### config.mk
export PLATFORM = sky130hd
export DESIGN_NAME = fixed_partition_fit_allocator
export DESIGN_NICKNAME = d
export VERILOG_FILES = /design/src/hdl/fpfa_pkg.sv /design/src/hdl/fpfa_front.sv /design/src/hdl/fpfa_back.sv /design/src/hdl/fixed_partition_fit_allocator.sv
export SDC_FILE = /design/constraint.sdc
export NUM_CORES = 1
export LEC_CHECK = 0
export BUFFER_PORTS_ARGS = -buffer_cell sky130_fd_sc_hd__buf_2
export CORE_ASPECT_RATIO = 2
export CORE_MARGIN = 5
export CORE_UTILIZATION = 50
export CTS_CLUSTER_SIZE = 24
export DETAILED_ROUTE_END_ITERATION = 6
export PLACE_DENSITY = 0.66
export RECOVER_POWER = 100
export SYNTH_ARGS = -nofsm -noshare
export SYNTH_HDL_FRONTEND = slang
export SYNTH_SLANG_ARGS = --single-unit
### constraint.sdc
create_clock -name clk -period 4.7 [get_ports clk]
set_input_delay 0.47 -clock clk [delete_from_list [all_inputs] [get_ports clk]]
set_output_delay 0.47 -clock clk [all_outputs]
set_load 0.01 [all_outputs]
### src/hdl/fpfa_pkg.sv
// ----------------------------------------------------------------------------
// fpfa_pkg
// Shared types and codes for the fixed partition fit allocator.
// ----------------------------------------------------------------------------
package fpfa_pkg;

  localparam int MAX_PARTS_DEF = 16;

  localparam logic [1:0] OP_ADD   = 2'd0;
  localparam logic [1:0] OP_ALLOC = 2'd1;
  localparam logic [1:0] OP_FREE  = 2'd2;

  localparam logic [1:0] ST_OK      = 2'd0;
  localparam logic [1:0] ST_GRANTED = 2'd1;
  localparam logic [1:0] ST_NOFIT   = 2'd2;
  localparam logic [1:0] ST_FULL    = 2'd3;

  localparam logic FIT_FIRST = 1'b0;

  typedef enum logic [1:0] {
    CMD_ADD   = 2'd0,
    CMD_ALLOC = 2'd1,
    CMD_FREE  = 2'd2,
    CMD_NOP   = 2'd3
  } cmd_t;

  typedef struct packed {
    logic [1:0]  op;
    logic [7:0]  item_id;
    logic [15:0] item_size;
  } in_word_t;

  typedef struct packed {
    logic [1:0]  status;
    logic [7:0]  request_id;
    logic [7:0]  granted_block;
    logic [15:0] granted_size;
  } out_word_t;

  typedef struct packed {
    cmd_t        kind;
    logic [7:0]  id;
    logic [15:0] size;
  } cmd_word_t;

endpackage

### src/hdl/fpfa_front.sv
// ----------------------------------------------------------------------------
// fpfa_front
// Accepts input words, decodes the operation and holds them in a
// two-entry queue for the back end.
// ----------------------------------------------------------------------------
module fpfa_front (
  input  logic                clk,
  input  logic                rst_n,
  input  logic                start,
  input  fpfa_pkg::in_word_t  in_word,
  output logic                busy,
  output logic                q_valid,
  output fpfa_pkg::cmd_word_t q_word,
  input  logic                q_pop
);
  import fpfa_pkg::*;

  cmd_word_t  q_mem_r [2];
  logic       wr_ptr_r, wr_ptr_nxt;
  logic       rd_ptr_r, rd_ptr_nxt;
  logic [1:0] fill_r, fill_nxt;
  logic       push;
  cmd_word_t  dec_word;

  always_comb begin
    dec_word.id   = in_word.item_id;
    dec_word.size = in_word.item_size;
    case (in_word.op)
      OP_ADD:   dec_word.kind = CMD_ADD;
      OP_ALLOC: dec_word.kind = CMD_ALLOC;
      OP_FREE:  dec_word.kind = CMD_FREE;
      default:  dec_word.kind = CMD_NOP;
    endcase
  end

  assign busy    = (fill_r == 2'd2);
  assign push    = start && !busy;
  assign q_valid = (fill_r != 2'd0);
  assign q_word  = q_mem_r[rd_ptr_r];

  always_comb begin
    wr_ptr_nxt = wr_ptr_r ^ push;
    rd_ptr_nxt = rd_ptr_r ^ q_pop;
    fill_nxt   = fill_r + {1'b0, push} - {1'b0, q_pop};
  end

  always_ff @(posedge clk) begin
    if (push) begin
      q_mem_r[wr_ptr_r] <= dec_word;
    end
  end

  always_ff @(posedge clk) begin
    if (!rst_n) begin
      wr_ptr_r <= 1'b0;
      rd_ptr_r <= 1'b0;
      fill_r   <= 2'd0;
    end else begin
      wr_ptr_r <= wr_ptr_nxt;
      rd_ptr_r <= rd_ptr_nxt;
      fill_r   <= fill_nxt;
    end
  end

endmodule

### src/hdl/fpfa_back.sv
// ----------------------------------------------------------------------------
// fpfa_back
// Executes queued commands against the partition table: append, fit scan
// over the table memory one entry per cycle, and clear of the used flags.
// ----------------------------------------------------------------------------
module fpfa_back #(
  parameter int MAX_PARTS = fpfa_pkg::MAX_PARTS_DEF
) (
  input  logic                clk,
  input  logic                rst_n,
  input  logic                cfg_we,
  input  logic                cfg_wdata,
  input  logic                q_valid,
  input  fpfa_pkg::cmd_word_t q_word,
  output logic                q_pop,
  output logic                out_valid,
  output fpfa_pkg::out_word_t out_word
);
  import fpfa_pkg::*;

  localparam int IDX_W = (MAX_PARTS > 1) ? $clog2(MAX_PARTS) : 1;
  localparam int CNT_W = $clog2(MAX_PARTS + 1);

  typedef enum logic [2:0] {
    S_IDLE = 3'b001,
    S_SCAN = 3'b010,
    S_DONE = 3'b100
  } state_t;

  logic [7:0]  mem_num  [MAX_PARTS];
  logic [15:0] mem_size [MAX_PARTS];
  logic [7:0]  rd_num_r;
  logic [15:0] rd_size_r;
  logic        mem_we;
  logic [IDX_W-1:0] wr_addr;

  state_t          state_r, state_nxt;
  logic [CNT_W-1:0] cnt_r, cnt_nxt;
  logic [MAX_PARTS-1:0] used_r, used_nxt;
  logic            mode_r;
  logic [IDX_W-1:0] issue_idx_r, issue_idx_nxt;
  logic            issue_more_r, issue_more_nxt;
  logic            chk_v_r, chk_v_nxt;
  logic [IDX_W-1:0] chk_idx_r, chk_idx_nxt;
  logic            found_r, found_nxt;
  logic [IDX_W-1:0] best_idx_r, best_idx_nxt;
  logic [15:0]     best_size_r, best_size_nxt;
  logic [7:0]      best_num_r, best_num_nxt;
  logic [15:0]     want_r, want_nxt;
  logic [7:0]      id_r, id_nxt;
  logic            out_valid_r, out_valid_nxt;
  out_word_t       out_word_r, out_word_nxt;

  logic [IDX_W-1:0] last_idx;
  logic            fit;
  logic            better;
  logic [CNT_W-1:0] cnt_dec;

  assign cnt_dec  = cnt_r - CNT_W'(1);
  assign last_idx = cnt_dec[IDX_W-1:0];
  assign wr_addr  = cnt_r[IDX_W-1:0];
  assign fit      = !used_r[chk_idx_r] && (rd_size_r >= want_r);
  assign better   = fit && (!found_r || (rd_size_r < best_size_r));

  assign q_pop     = (state_r == S_IDLE) && q_valid;
  assign out_valid = out_valid_r;
  assign out_word  = out_word_r;

  always_ff @(posedge clk) begin
    if (mem_we) begin
      mem_num[wr_addr]  <= q_word.id;
      mem_size[wr_addr] <= q_word.size;
    end
    rd_num_r  <= mem_num[issue_idx_r];
    rd_size_r <= mem_size[issue_idx_r];
  end

  always_comb begin
    state_nxt      = state_r;
    cnt_nxt        = cnt_r;
    used_nxt       = used_r;
    issue_idx_nxt  = issue_idx_r;
    issue_more_nxt = issue_more_r;
    chk_v_nxt      = 1'b0;
    chk_idx_nxt    = chk_idx_r;
    found_nxt      = found_r;
    best_idx_nxt   = best_idx_r;
    best_size_nxt  = best_size_r;
    best_num_nxt   = best_num_r;
    want_nxt       = want_r;
    id_nxt         = id_r;
    out_valid_nxt  = 1'b0;
    out_word_nxt   = out_word_r;
    mem_we         = 1'b0;

    case (state_r)
      S_IDLE: begin
        if (q_valid) begin
          out_word_nxt.status        = ST_OK;
          out_word_nxt.request_id    = q_word.id;
          out_word_nxt.granted_block = 8'd0;
          out_word_nxt.granted_size  = 16'd0;
          case (q_word.kind)
            CMD_ADD: begin
              out_valid_nxt = 1'b1;
              if (cnt_r < CNT_W'(MAX_PARTS)) begin
                mem_we            = 1'b1;
                used_nxt[wr_addr] = 1'b0;
                cnt_nxt           = cnt_r + CNT_W'(1);
              end else begin
                out_word_nxt.status = ST_FULL;
              end
            end
            CMD_ALLOC: begin
              if (cnt_r == '0) begin
                out_valid_nxt       = 1'b1;
                out_word_nxt.status = ST_NOFIT;
              end else begin
                state_nxt      = S_SCAN;
                issue_idx_nxt  = '0;
                issue_more_nxt = 1'b1;
                found_nxt      = 1'b0;
                want_nxt       = q_word.size;
                id_nxt         = q_word.id;
              end
            end
            CMD_FREE: begin
              out_valid_nxt = 1'b1;
              used_nxt      = '0;
            end
            default: begin
              out_valid_nxt = 1'b1;
            end
          endcase
        end
      end

      S_SCAN: begin
        chk_v_nxt      = issue_more_r;
        chk_idx_nxt    = issue_idx_r;
        issue_more_nxt = issue_more_r && (issue_idx_r != last_idx);
        if (issue_more_r && (issue_idx_r != last_idx)) begin
          issue_idx_nxt = issue_idx_r + IDX_W'(1);
        end
        if (chk_v_r) begin
          if (better) begin
            found_nxt     = 1'b1;
            best_idx_nxt  = chk_idx_r;
            best_size_nxt = rd_size_r;
            best_num_nxt  = rd_num_r;
          end
          if ((fit && (mode_r == FIT_FIRST)) || (chk_idx_r == last_idx)) begin
            state_nxt      = S_DONE;
            issue_more_nxt = 1'b0;
            chk_v_nxt      = 1'b0;
          end
        end
      end

      S_DONE: begin
        state_nxt               = S_IDLE;
        out_valid_nxt           = 1'b1;
        out_word_nxt.request_id = id_r;
        if (found_r) begin
          used_nxt[best_idx_r]       = 1'b1;
          out_word_nxt.status        = ST_GRANTED;
          out_word_nxt.granted_block = best_num_r;
          out_word_nxt.granted_size  = best_size_r;
        end else begin
          out_word_nxt.status        = ST_NOFIT;
          out_word_nxt.granted_block = 8'd0;
          out_word_nxt.granted_size  = 16'd0;
        end
      end

      default: begin
        state_nxt = S_IDLE;
      end
    endcase
  end

  always_ff @(posedge clk) begin
    chk_idx_r   <= chk_idx_nxt;
    best_idx_r  <= best_idx_nxt;
    best_size_r <= best_size_nxt;
    best_num_r  <= best_num_nxt;
    want_r      <= want_nxt;
    id_r        <= id_nxt;
    out_word_r  <= out_word_nxt;
    issue_idx_r <= issue_idx_nxt;
  end

  always_ff @(posedge clk) begin
    if (!rst_n) begin
      state_r      <= S_IDLE;
      cnt_r        <= '0;
      used_r       <= '0;
      mode_r       <= FIT_FIRST;
      issue_more_r <= 1'b0;
      chk_v_r      <= 1'b0;
      found_r      <= 1'b0;
      out_valid_r  <= 1'b0;
    end else begin
      state_r      <= state_nxt;
      cnt_r        <= cnt_nxt;
      used_r       <= used_nxt;
      issue_more_r <= issue_more_nxt;
      chk_v_r      <= chk_v_nxt;
      found_r      <= found_nxt;
      out_valid_r  <= out_valid_nxt;
      if (cfg_we) begin
        mode_r <= cfg_wdata;
      end
    end
  end

endmodule

### src/hdl/fixed_partition_fit_allocator.sv
// ----------------------------------------------------------------------------
// fixed_partition_fit_allocator
// Fixed partition table with first-fit or best-fit allocation.
//
//   channel  ports                    handshake
//   in       start, busy, in_word     taken when start && !busy
//   out      out_valid, out_word      one-cycle strobe, no back-pressure
//   cfg      cfg_we, cfg_wdata        written when cfg_we (fit mode)
//
// Add, free-all and reserved words pass through the command queue and the
// registered output word. An allocate scans the table memory one entry per
// cycle (registered read). busy rises only when the two-entry command queue
// is full. Synchronous active-low reset empties the table and selects first
// fit.
// ----------------------------------------------------------------------------
module fixed_partition_fit_allocator #(
  parameter int MAX_PARTS = fpfa_pkg::MAX_PARTS_DEF
) (
  input  logic                clk,
  input  logic                rst_n,
  input  logic                start,
  output logic                busy,
  input  fpfa_pkg::in_word_t  in_word,
  output logic                out_valid,
  output fpfa_pkg::out_word_t out_word,
  input  logic                cfg_we,
  input  logic                cfg_wdata
);
  import fpfa_pkg::*;

  logic      q_valid;
  logic      q_pop;
  cmd_word_t q_word;

  fpfa_front u_front (
    .clk     (clk),
    .rst_n   (rst_n),
    .start   (start),
    .in_word (in_word),
    .busy    (busy),
    .q_valid (q_valid),
    .q_word  (q_word),
    .q_pop   (q_pop)
  );

  fpfa_back #(
    .MAX_PARTS (MAX_PARTS)
  ) u_back (
    .clk       (clk),
    .rst_n     (rst_n),
    .cfg_we    (cfg_we),
    .cfg_wdata (cfg_wdata),
    .q_valid   (q_valid),
    .q_word    (q_word),
    .q_pop     (q_pop),
    .out_valid (out_valid),
    .out_word  (out_word)
  );

endmodule

# == After elaboration in Yosys (flattened, before gate mapping) ==
# Memory sizes are Yosys's and may differ from the RTL's. A register that Yosys moved wholly into a read port is not among the register bits.
# Cells that the tools add are included.
# word_totals
regBits,127
ramBits,436
output_inout_bits,36
elab_cells,151
mem_count,3
# op_classes
addsub,5
n_lt_le_gt_ge,8
n_eq_ne,20
mux,57
bitwise_logic,7
reduce_logical,29
# mem_list
memory,depth,word_bits,rd,rd_ports_with_merged_regs,wr,line,source
u_back.mem_size,16,16,1,1,1,fpfa_back.sv:31,logic [15:0] mem_size [MAX_PARTS];
u_back.mem_num,16,8,1,1,1,fpfa_back.sv:30,logic [7:0] mem_num [MAX_PARTS];
u_front.q_mem_r,2,26,1,1,1,fpfa_front.sv:18,cmd_word_t q_mem_r [2];
# ops
operator,n
$pmux W34 S2,1
$pmux W16 S2,2
$mux W16,3
$mux W34,1
$mux W1,27
$mux W24,1
$and A16 B16 Y16,1
$ge A16 B16 Y1,1
$lt A16 B16 Y1,1
$mux W4,4
$not A16 Y16,1
$or A16 B16 Y16,1
$lt A4 B5 Y1 const B,3
$mux W3,5
$reduce_and A5 Y1,3
$ne A2 B1 Y1 const B,6
$reduce_and A4 Y1,3
$demux W1 S4,2
$ge A4 B1 Y1 const B,2
$logic_and A1 B1 Y1,8
$pmux W4 S2,1
$eq A2 B2 Y1 const B,3
$mux W2,3
$ne A3 B3 Y1 const B,2
other kinds (28),41

# == Depth between registers and ports, before layout ==
# Gate-level depths: netlist (run 1).
# logic_depth
depth_word,10
mapped_depth,9

# == Hierarchy ==
# From an unflattened synthesis (run 1), not the netlist that was laid out.
# hier_totals
hier_cells,1149
area_unflattened_um2,22860.7
# by_module_without_submodules
mod,instances,cells_each,area_each_um2,seq_area_each_um2
fpfa_back,1,1043,20626.0,15414.8
fpfa_front,1,106,2234.6,1661.6

# == Least setup slack after synthesis (run 1) ==
# No wires, ideal clock.
# synth_timing
kind,register -> register
from,register u_back.chk_idx_r[0]
to,"register u_back.best_idx_r[0], enable pin"
setup_time_ns,0.456
t_arrival_ns,3.841
slack_ns,0.403
path_stages_with_launch,7
synth_period_minus_slack_ns,4.297
cell_sequence,edfxtp_1 -> buf_6 -> mux4_1 -> mux4_2 -> nor2b_2 -> nand2_1 -> a211oi_1
# synth_between
elab_chain_len,6
# synth_rtl
item,line,source
from (decl),fpfa_back.sv:44,"logic [IDX_W-1:0] chk_idx_r, chk_idx_nxt;"
from (signal assigned),fpfa_back.sv:183,chk_idx_r <= chk_idx_nxt;
$bmux W1 S4,fpfa_back.sv:62,assign fit = !used_r[chk_idx_r] && (rd_size_r >= want_r);
$mux W1 (not written as such),fpfa_back.sv:62,
$logic_not A1 Y1,fpfa_back.sv:62,
$logic_and A1 B1 Y1,fpfa_back.sv:62,
$logic_and A1 B1 Y1,fpfa_back.sv:63,assign better = fit && (!found_r || (rd_size_r < best_size_r));
$reduce_and A3 Y1 (no source line),n/a,
to (signal assigned),fpfa_back.sv:184,best_idx_r <= best_idx_nxt;
to (decl),fpfa_back.sv:46,"logic [IDX_W-1:0] best_idx_r, best_idx_nxt;"
# No other way between the ends. The select of a mux whose other input is x is not followed.
# A chain may end at the register's enable or synchronous reset.

# == Worst setup path after layout (run 1) ==
# layout_timing
from,register u_back.chk_idx_r[0]
to,"register u_back.best_size_r[11], enable pin"
# layout_between
elab_chain_len,6
# layout_rtl
item,line,source
$bmux W1 S4,fpfa_back.sv:62,
$mux W1 (not written as such),fpfa_back.sv:62,
$logic_not A1 Y1,fpfa_back.sv:62,
$logic_and A1 B1 Y1,fpfa_back.sv:62,
$logic_and A1 B1 Y1,fpfa_back.sv:63,
$reduce_and A3 Y1 (no source line),n/a,
to (signal assigned),fpfa_back.sv:185,best_size_r <= best_size_nxt;
to (decl),fpfa_back.sv:47,"logic [15:0] best_size_r, best_size_nxt;"
# No other way between the ends. The select of a mux whose other input is x is not followed.

==> flow_metrics.tcl, run 1 <==
set metrics [dict create \
    wl_met1_um 17600 \
    cts_num_sinks 588 \
    leakage_nw 8.40 \
    gp_congestion 0.848 \
    worstPathMaxFanout 16 \
    synthTopCellsByArea "edfxtp_1, mux4_2, dfxtp_1, ha_1, mux2_2" \
    cts_tree "done" \
    power.total_mw 12.2 \
    layout_common_cells "edfxtp_1, mux4_2, clkbuf_1" \
    cts_buffer_depth 3 \
    ir_drop_mv 0.326 \
    power_density_nw_per_um2 482 \
    syn_area_um2 22600 \
    start_util_pct 50.4 \
    fin_crit_sh_pct 79.3 \
    yosysTopAreaCellShare_pct 70.4 \
    cp-start-kind "register" \
    grt_overflow 0 \
    num_vias 10800 \
    dieArea_um2 49800 \
    setup_violations 0 \
    setup.worst_path.end_class "register" \
    grt_pass1_wl_um 76300 \
    fin_crit_ns 3.73 \
    async_flop_share_pct 0 \
    drt_iter0_drc 867 \
    worstPathRequired_ns 4.88 \
    rsz0062_at_grt "no" \
    ctsHtreeMaxLevel 2 \
    area_growth_syn_to_layout_pct 11.7 \
    hold_viol 0 \
    grt_pass1_vias 11500 \
    clock_skew_ns 0.0210 \
    final_cells 1831 \
    min_path_type "in2reg" \
    numCtsBuffers 49 \
    seq_area_frac_synth_pct 75.5 \
    final_common_cell "edfxtp_1" \
    post-cts-setup-buffers 0 \
    fp-row-count 110 \
    hold_buffers 0 \
    synth-edff-count 530 \
    antenna_left 0 \
    grt_max_degree 70 \
    violations "max-capacitance violations, max-slew violations" \
    yosys_warnings 0 \
    core_area_um2 44900 \
    yosysTopAreaCell "edfxtp_1" \
    dpl.hpwl_um 34500 \
    wirelength_um 51500 \
    post_cts_resized 0 \
    drive_above_1_share_pct 19.2 \
    clock-root-buffer "clkbuf_16" \
    top_layer_used "met4" \
    fin_tns_setup_ns 0 \
    grt_usage_pct 20.9 \
    arrival_ns 3.91 \
    synth_ff_type "edfxtp_1" \
    post-route-util_pct 56.3 \
    syn_nets 1209 \
    regToRegSetupSlack_ns 0.97 \
    placed_cells 1739 \
    post_drt_wl_per_cell_um 28.1 \
    die_width_um 160 \
    diodes 0 \
    port_buffers 66 \
    criticalPathCategory "reg2reg" \
    firstDrtPassIters 5 \
    max_freq_ghz 0.268 \
    holdWs_ns 0.0839 \
    avgSynthCellArea_um2 19.9 \
    die_y_um 311 \
    wl_met2_um 29700 \
    max_slew_margin_pct -32.3 \
    worst_slew_pin_slew_ns 1.98 \
    drv_slew 207 \
    drc 0 \
    ys_ff_latch 588 \
    yosysUniqueCellTypes 50 \
    status "finished, violations left" \
    route.met3.wl_um 1850 \
    nNetsFinal 1302 \
    clock_latency_ns 0.58 \
    ios 67 \
    syn-instance-count 1137 \
    antenna_found_initial 0 \
    vias_per_cell 5.91 \
    maxCapViolCount 6 \
    path_clk_slew_ns 0.07 \
]
-- Yosys cell counts (all sizes together) (2+ instances only) --
| cell | n |
|---|---|
| a211oi | 4 |
| a21o | 2 |
| a21oi | 25 |
| a31oi | 6 |
| and2 | 8 |
| and3 | 12 |
| buf | 21 |
| clkbuf | 30 |
| dfxtp | 58 |
| edfxtp | 530 |
| ha | 41 |
| inv | 41 |
| mux2 | 24 |
| mux2i | 4 |
| mux4 | 125 |
| nand2 | 26 |
| nand2b | 6 |
| nand3 | 4 |
| nand4 | 6 |
| nand4b | 2 |
| nor2 | 51 |
| nor2b | 10 |
| nor3 | 23 |
| nor4 | 2 |
| o211ai | 16 |
| o21ai | 23 |
| o22ai | 4 |
| o31ai | 4 |
| xnor2 | 10 |
| xor2 | 8 |
-- where the power goes --
| group | switching (mW) | internal (mW) | leakage, nW |
|---|---|---|---|
| sequential | 0.155 | 6.39 | 5.28 |
| clock | 1.81 | 2.44 | 0.822 |
| combinational | 1.03 | 0.370 | 2.29 |
-- metal layers --
metal / up-vias / global-route usage [%]
met2: 321 / 40.4
li1: 4753 / -
met4: 0 / 8.57
met3: 81 / 2.24
met1: 5665 / 23.2
met5: - / 0
-- critical path: stages, from the launching register on --
cell      delay [ns]
edfxtp_1        0.52
mux4_1          0.60
mux4_2          0.50
nor2b_1         0.18
nand2_1         0.13
a211oi_4        0.68
clkbuf_1        0.73
-- path summary, 6_finish.rpt --
path                                          start                      to  depth (start not counted)
worst min-delay path                     in_word[7]   u_front.q_mem_r[1][7]                          1
worst max-delay path            u_back.chk_idx_r[0]  u_back.best_size_r[11]                          6
worst max register to register  u_back.chk_idx_r[0]  u_back.best_size_r[11]                          6
worst min register to register   u_back.rd_num_r[3]    u_back.best_num_r[3]                          0
-- cells by family after synthesis --
| family | count (synthesis) | synth area share, % |
|---|---|---|
| AOI/OAI and AO/OA | 92 | 2.65 |
| muxes | 153 | 13.9 |
| buffers and inverters | 92 | 1.65 |
| and+or+nand+nor | 153 | 3.30 |
| xor gates and xnor gates | 18 | 0.697 |
| DFF | 588 | 75.5 |
| adders and majority gates | 41 | 2.27 |
-- through the flow --
| step | worst slack, ns | area (um2) |
|---|---|---|
| global placement | 1.36 | 23700 |
| floorplan | 0.403 | 22600 |
| detailed placement | 1.34 | 23700 |
| global route | 0.674 | 25300 |
| CTS | 1.32 | 25400 |
| finish | 0.974 | 25300 |
-- area by class of cell --
cell class | instances | area (um2)
multi-input cells | 457 | 5200
repair buffers | 93 | 447
clock buffers | 67 | 1370
clock inverters | 25 | 313
well taps | 560 | 701
fillers | 3423 | 19600
inverters | 41 | 154
flip-flops and latches | 588 | 17100
-- state kept, by name (all words and copies together), names as in the netlist, 3 cells and up, named ones only --
name and flops:
u_back.mem_num 128, u_back.best_size_r 16, u_back.best_idx_r 4, u_back.mem_size 256
u_back.out_word 34, u_back.cnt_r 5, u_back.issue_idx_r 4, u_back.rd_num_r 8
u_back.rd_size_r 16, u_back.state_r 3, u_back.want_r 16, u_front.q_mem_r 52
u_back.used_r 16, u_back.id_r 8, u_back.chk_idx_r 4, u_back.best_num_r 8
Note: power is estimated with default switching activity, not from simulation.
==> inputs of run 2 (changes only) <==
==> constraint.sdc (replaced) <==
create_clock -name clk -period 3.7 [get_ports clk]
set_input_delay 0.37 -clock clk [delete_from_list [all_inputs] [get_ports clk]]
set_output_delay 0.37 -clock clk [all_outputs]
set_load 0.01 [all_outputs]
==> flow_metrics.tcl, run 2 (same netlist as run 1, synthesis figures left out) <==
set metrics [dict create \
    dpl.hpwl_um 29500 \
    numCtsBuffers 50 \
    cts_tree "done" \
    max_stage_delay_ns 0.58 \
    power.total_mw 15.3 \
    firstDrtPassIters 6 \
    layout_common_cells "edfxtp_1, mux4_2, clkbuf_1" \
    grt_overflow 0 \
    clock-root-buffer "clkbuf_16" \
    cp-start-kind "register" \
    area_growth_syn_to_layout_pct 13.4 \
    hold_buffers 25 \
    ir_drop_mv 0.400 \
    dp_slack_ns 0.848 \
    hold_depth 3 \
    maxCapViolCount 3 \
    worstHoldStart "cfg_wdata" \
    start_util_pct 50.4 \
    setup_slack_ns 0.491 \
    diodes 0 \
    r2r-end "u_back.best_size_r[14]" \
    fin_crit_sh_pct 86.7 \
    power_density_nw_per_um2 597 \
    leakage_nw 8.56 \
    max_slew_margin_pct -19.7 \
    die_width_um 160 \
    crit_slowest_cell "clkbuf_1" \
    drt_iter0_drc 904 \
    violations "max-capacitance violations, max-slew violations" \
    wirelength_um 47100 \
    status "finished, violations left" \
    antenna_found_initial 0 \
    hold_viol 0 \
    clock_skew_ns 0.0186 \
    min_path_type "in2reg" \
    drv_slew 93 \
    rr_worst_depth 8 \
    dieArea_um2 49800 \
    grt_pass1_vias 11500 \
    crit_buf_inv 1 \
    fin_crit_ns 3.21 \
    post_drt_wl_per_cell_um 25.2 \
    path_clk_slew_ns 0.07 \
    final_cells 1869 \
    cts_buffer_depth 3 \
    nNetsFinal 1339 \
    port_buffers 66 \
    largest_reg_flops 256 \
    grt_max_degree 39 \
    path_cells "ha_1, a21oi_1, o21ai_0, a21o_1, a211oi_1, o21ai_0, a211oi_4, clkbuf_1" \
    vias_per_cell 5.79 \
    post_cts_resized 0 \
    fin_tns_setup_ns 0 \
    drc 0 \
    fp-row-count 110 \
    cts_num_sinks 588 \
    criticalPathCategory "reg2reg" \
    rsz0062_at_grt "no" \
    die_y_um 311 \
    ios 67 \
    reg2reg_from "u_back.rd_size_r[11]" \
    setup_violations 0 \
    post-cts-setup-buffers 0 \
    setup.worst_path.end_class "register" \
    grt_usage_pct 19.1 \
    final_common_cell "edfxtp_1" \
    antenna_left 0 \
    clock_latency_ns 0.57 \
    path_common_cell "o21ai_0" \
    drive_above_1_share_pct 19.6 \
    largestRegisters "u_back.mem_size (256), u_back.mem_num (128), u_front.q_mem_r (52)" \
    max_freq_ghz 0.312 \
    regToRegSetupSlack_ns 0.49 \
    worstPathMaxFanout 10 \
    core_area_um2 44900 \
    path_delay_family "compound AO/OA/AOI/OAI gates" \
    whs_endpoint "u_back.mode_r" \
    worst_slew_pin_slew_ns 1.80 \
    num_vias 10800 \
    arrival_ns 3.41 \
    ctsHtreeMaxLevel 2 \
    grt_pass1_wl_um 71700 \
    worstPathRequired_ns 3.90 \
    gp_congestion 0.879 \
    placed_cells 1750 \
    regMostFlops "u_back.mem_size" \
]
run 2: worst register-to-register path, stage by stage, from the launching register on:
cell	delay (ns)
dfxtp_1	0.46
ha_1	0.30
a21oi_1	0.16
o21ai_0	0.10
a21o_1	0.18
a211oi_1	0.49
o21ai_0	0.27
a211oi_4	0.29
clkbuf_1	0.58
run 2: cell type report:
| type | instances | area [um2] |
|---|---|---|
| well taps | 560 | 701 |
| clock inverters | 22 | 228 |
| multi-input cells | 457 | 5200 |
| inverters | 41 | 154 |
| repair buffers | 129 | 822 |
| clock buffers | 72 | 1460 |
| fillers | 3383 | 19200 |
| flip-flops and latches | 588 | 17100 |
run 2: metrics by stage:
step | hold WS [ns] | util [%] | cell area, um2
4_1_cts | 0.0156 | 57.5 | 25800
3_5_place_dp | 0.389 | 53.2 | 23900
6_report | 0.0665 | 57.2 | 25600
2_1_floorplan | 0.386 | - | 22600
5_1_grt | 0.0753 | 57.2 | 25600
3_3_place_gp | 0.387 | 53.2 | 23900
run 2: worst max-delay path by stage:
stage,to,slack (ns),cells after the start,start
floorplan,u_back.mem_num[3][0],0.16,5,register
global placement,u_back.best_num_r[5],0.86,8,u_back.rd_size_r[11]
detailed placement,u_back.best_num_r[5],0.85,8,u_back.rd_size_r[11]
CTS,u_back.best_num_r[4],0.82,8,u_back.rd_size_r[11]
global route,u_back.rd_num_r[4],0.34,3,u_back.issue_idx_r[0]
finish,u_back.best_size_r[14],0.49,8,u_back.rd_size_r[11]
run 2: per-layer routing:
metal  global-route usage (%)  routed length [um]  part of all wire (%)  vias up
met5                        0                   0                     0        -
met4                     6.22                1550                   3.3        0
met3                     2.28                1650                   3.5       81
met2                     36.0               26500                    56      289
met1                     22.6               17400                    37     5618
li1                         -                   -                     -     4832
run 2: power by group:
| group | total [mW] | internal, mW | switching [mW] | leakage, nW |
|---|---|---|---|---|
| clock | 5.32 | 3.03 | 2.29 | 0.816 |
| sequential | 8.26 | 8.10 | 0.164 | 5.28 |
| combinational | 1.71 | 0.498 | 1.21 | 2.46 |
| total | 15.3 | 11.6 | 3.67 | 8.56 |
==> inputs of run 3 (changes only) <==
--- a/config.mk
+++ b/config.mk
@@ -7,7 +7,7 @@
 export LEC_CHECK = 0
 export BUFFER_PORTS_ARGS = -buffer_cell sky130_fd_sc_hd__buf_2
 export CORE_ASPECT_RATIO = 2
-export CORE_MARGIN = 5
+export CORE_MARGIN = 8
 export CORE_UTILIZATION = 50
 export CTS_CLUSTER_SIZE = 24
 export DETAILED_ROUTE_END_ITERATION = 6
==> flow_metrics.tcl, run 3 (same netlist as run 1, synthesis figures left out) <==
set metrics [dict create \
    firstDrtPassIters 5 \
    max_stage_delay_ns 0.56 \
    dpl.hpwl_um 29800 \
    start_util_pct 50.4 \
    crit_buf_inv 1 \
    clock_skew_ns 0.0242 \
    largestRegisters "u_back.mem_size (256), u_back.mem_num (128), u_front.q_mem_r (52)" \
    fin_crit_ns 3.25 \
    worstPathRequired_ns 3.88 \
    ctsHtreeMaxLevel 2 \
    criticalPathCategory "reg2reg" \
    fillerInstances 3394 \
    arrival_ns 3.43 \
    nNetsFinal 1336 \
    fp-row-count 110 \
    fin_crit_sh_pct 87.9 \
    switching_share_pct 24.4 \
    regMostFlops "u_back.mem_size" \
    holdWs_ns 0.0738 \
    max_freq_ghz 0.308 \
    area_growth_syn_to_layout_pct 12.8 \
    final_common_cell "edfxtp_1" \
    worstPathMaxFanout 9 \
    ir_drop_mv 0.363 \
    leakage_nw 8.47 \
    p_switching_mw 3.70 \
    core_area_um2 44900 \
    area.sequential_um2 17100 \
    seqPwrFrac_pct 54.3 \
    grt_pass1_wl_um 72600 \
    worstHoldStart "in_word[25]" \
    status "finished, violations left" \
    multi_input_area_um2 5200 \
    layout_common_cells "edfxtp_1, mux4_2, clkbuf_1" \
    cts_tree "done" \
    power.internal_mw 11.5 \
    path_cells "ha_1, a21oi_1, o21ai_0, a21o_1, a211oi_1, o21ai_0, a211oi_4, clkbuf_1" \
    antenna_found_initial 0 \
    post_drt_wl_per_cell_um 25.9 \
    cp-start-kind "register" \
    rsz0062_at_grt "no" \
    drt_iter0_drc 866 \
    num_vias 10900 \
    path_delay_family "compound AO/OA/AOI/OAI gates" \
    clock_latency_ns 0.57 \
    post-cts-setup-buffers 0 \
    power_density_nw_per_um2 596 \
    hold_viol 0 \
    diodes 0 \
    crit_slowest_cell "a211oi_1" \
    min_path_type "in2reg" \
    cts_num_sinks 588 \
    antenna_left 0 \
    cts_buffer_depth 3 \
    setup_violations 0 \
    numCtsBuffers 49 \
    grt_pass1_vias 11800 \
    gp_congestion 0.873 \
    vias_per_cell 5.84 \
    die_y_um 317 \
    ios 67 \
    path_clk_slew_ns 0.07 \
    grt_max_degree 50 \
    reg2reg_from "u_back.rd_size_r[11]" \
    fin_tns_setup_ns 0 \
    wirelength_um 48200 \
    setup.worst_path.end_class "register" \
    dieArea_um2 52700 \
    post_cts_resized 0 \
    grt_overflow 0 \
    drv_slew 93 \
    drive_above_1_share_pct 18.6 \
    maxCapViolCount 3 \
    drc 0 \
    path_common_cell "o21ai_0" \
    dpl_cell_area_um2 23900 \
    worst_slew_pin_slew_ns 1.82 \
    max_slew_margin_pct -21.0 \
    stdcell_area_um2 25500 \
    violations "max-capacitance violations, max-slew violations" \
    power_frac_clock_pct 34.3 \
    grt_usage_pct 18.6 \
    crit_start "u_back.rd_size_r[11]" \
    combPwrFrac_pct 11.5 \
    port_buffers 66 \
    clock-root-buffer "clkbuf_16" \
    die_width_um 166 \
    largest_reg_flops 256 \
]
## run 3: final timing paths
check	depth (start not counted)	slack, ns	endpoint
worst max-delay path	8	0.45	u_back.best_size_r[11]
worst max register to register	8	0.45	u_back.best_size_r[11]
worst min register to register	0	0.41	u_back.best_num_r[1]
worst min-delay path	1	0.07	u_front.q_mem_r[1][25]
## run 3: worst register-to-register path, stage by stage, from the launching register on
cell	delay, ns
dfxtp_1	0.42
ha_1	0.28
a21oi_1	0.16
o21ai_0	0.11
a21o_1	0.18
a211oi_1	0.56
o21ai_0	0.31
a211oi_4	0.31
clkbuf_1	0.54
## run 3: stage by stage
stage | setup WS, ns | total power, mW | utilization, % | cells
finish | 0.449 | 15.2 | 56.8 | 1864
global route | 0.388 | 15.7 | 56.8 | 1864
CTS | 0.810 | 15.4 | 57.3 | 1864
detailed placement | 0.869 | 10.2 | 53.2 | 1750
global placement | 0.880 | 10.2 | 53.2 | 1750
floorplan | 0.161 | 9.43 | - | 1137
## run 3: cell type report
cell class	count	share of cell area [%]
clock inverters	32	1.21
inverters	41	0.604
well taps	560	2.75
clock buffers	59	5.16
flip-flops and latches	588	67.0
multi-input cells	457	20.4
repair buffers	127	2.91
## run 3: power groups by stage
stage          Clock, mW  Sequential (mW)  Combinational [mW]
2_1_floorplan          0             8.42                1.01
3_3_place_gp           0             8.37                1.79
3_5_place_dp           0             8.38                1.85
4_1_cts             5.30             8.24                1.87
5_1_grt             5.51             8.29                1.90
6_report            5.21             8.25                1.74
## run 3: layer usage
layer	vias up	global-route usage, %	share of wire [%]
met3	112	2.11	3.8
met2	319	36.4	56
met1	5640	19.5	35
met4	0	8.41	4.4
met5	-	0	0
li1	4810	-	-
## run 3: what timing repair did
action | in CTS | in global routing
hold buffers | 23 | 0
hold endpoints to repair | 46 | 0
setup endpoints to repair | 0 | 0
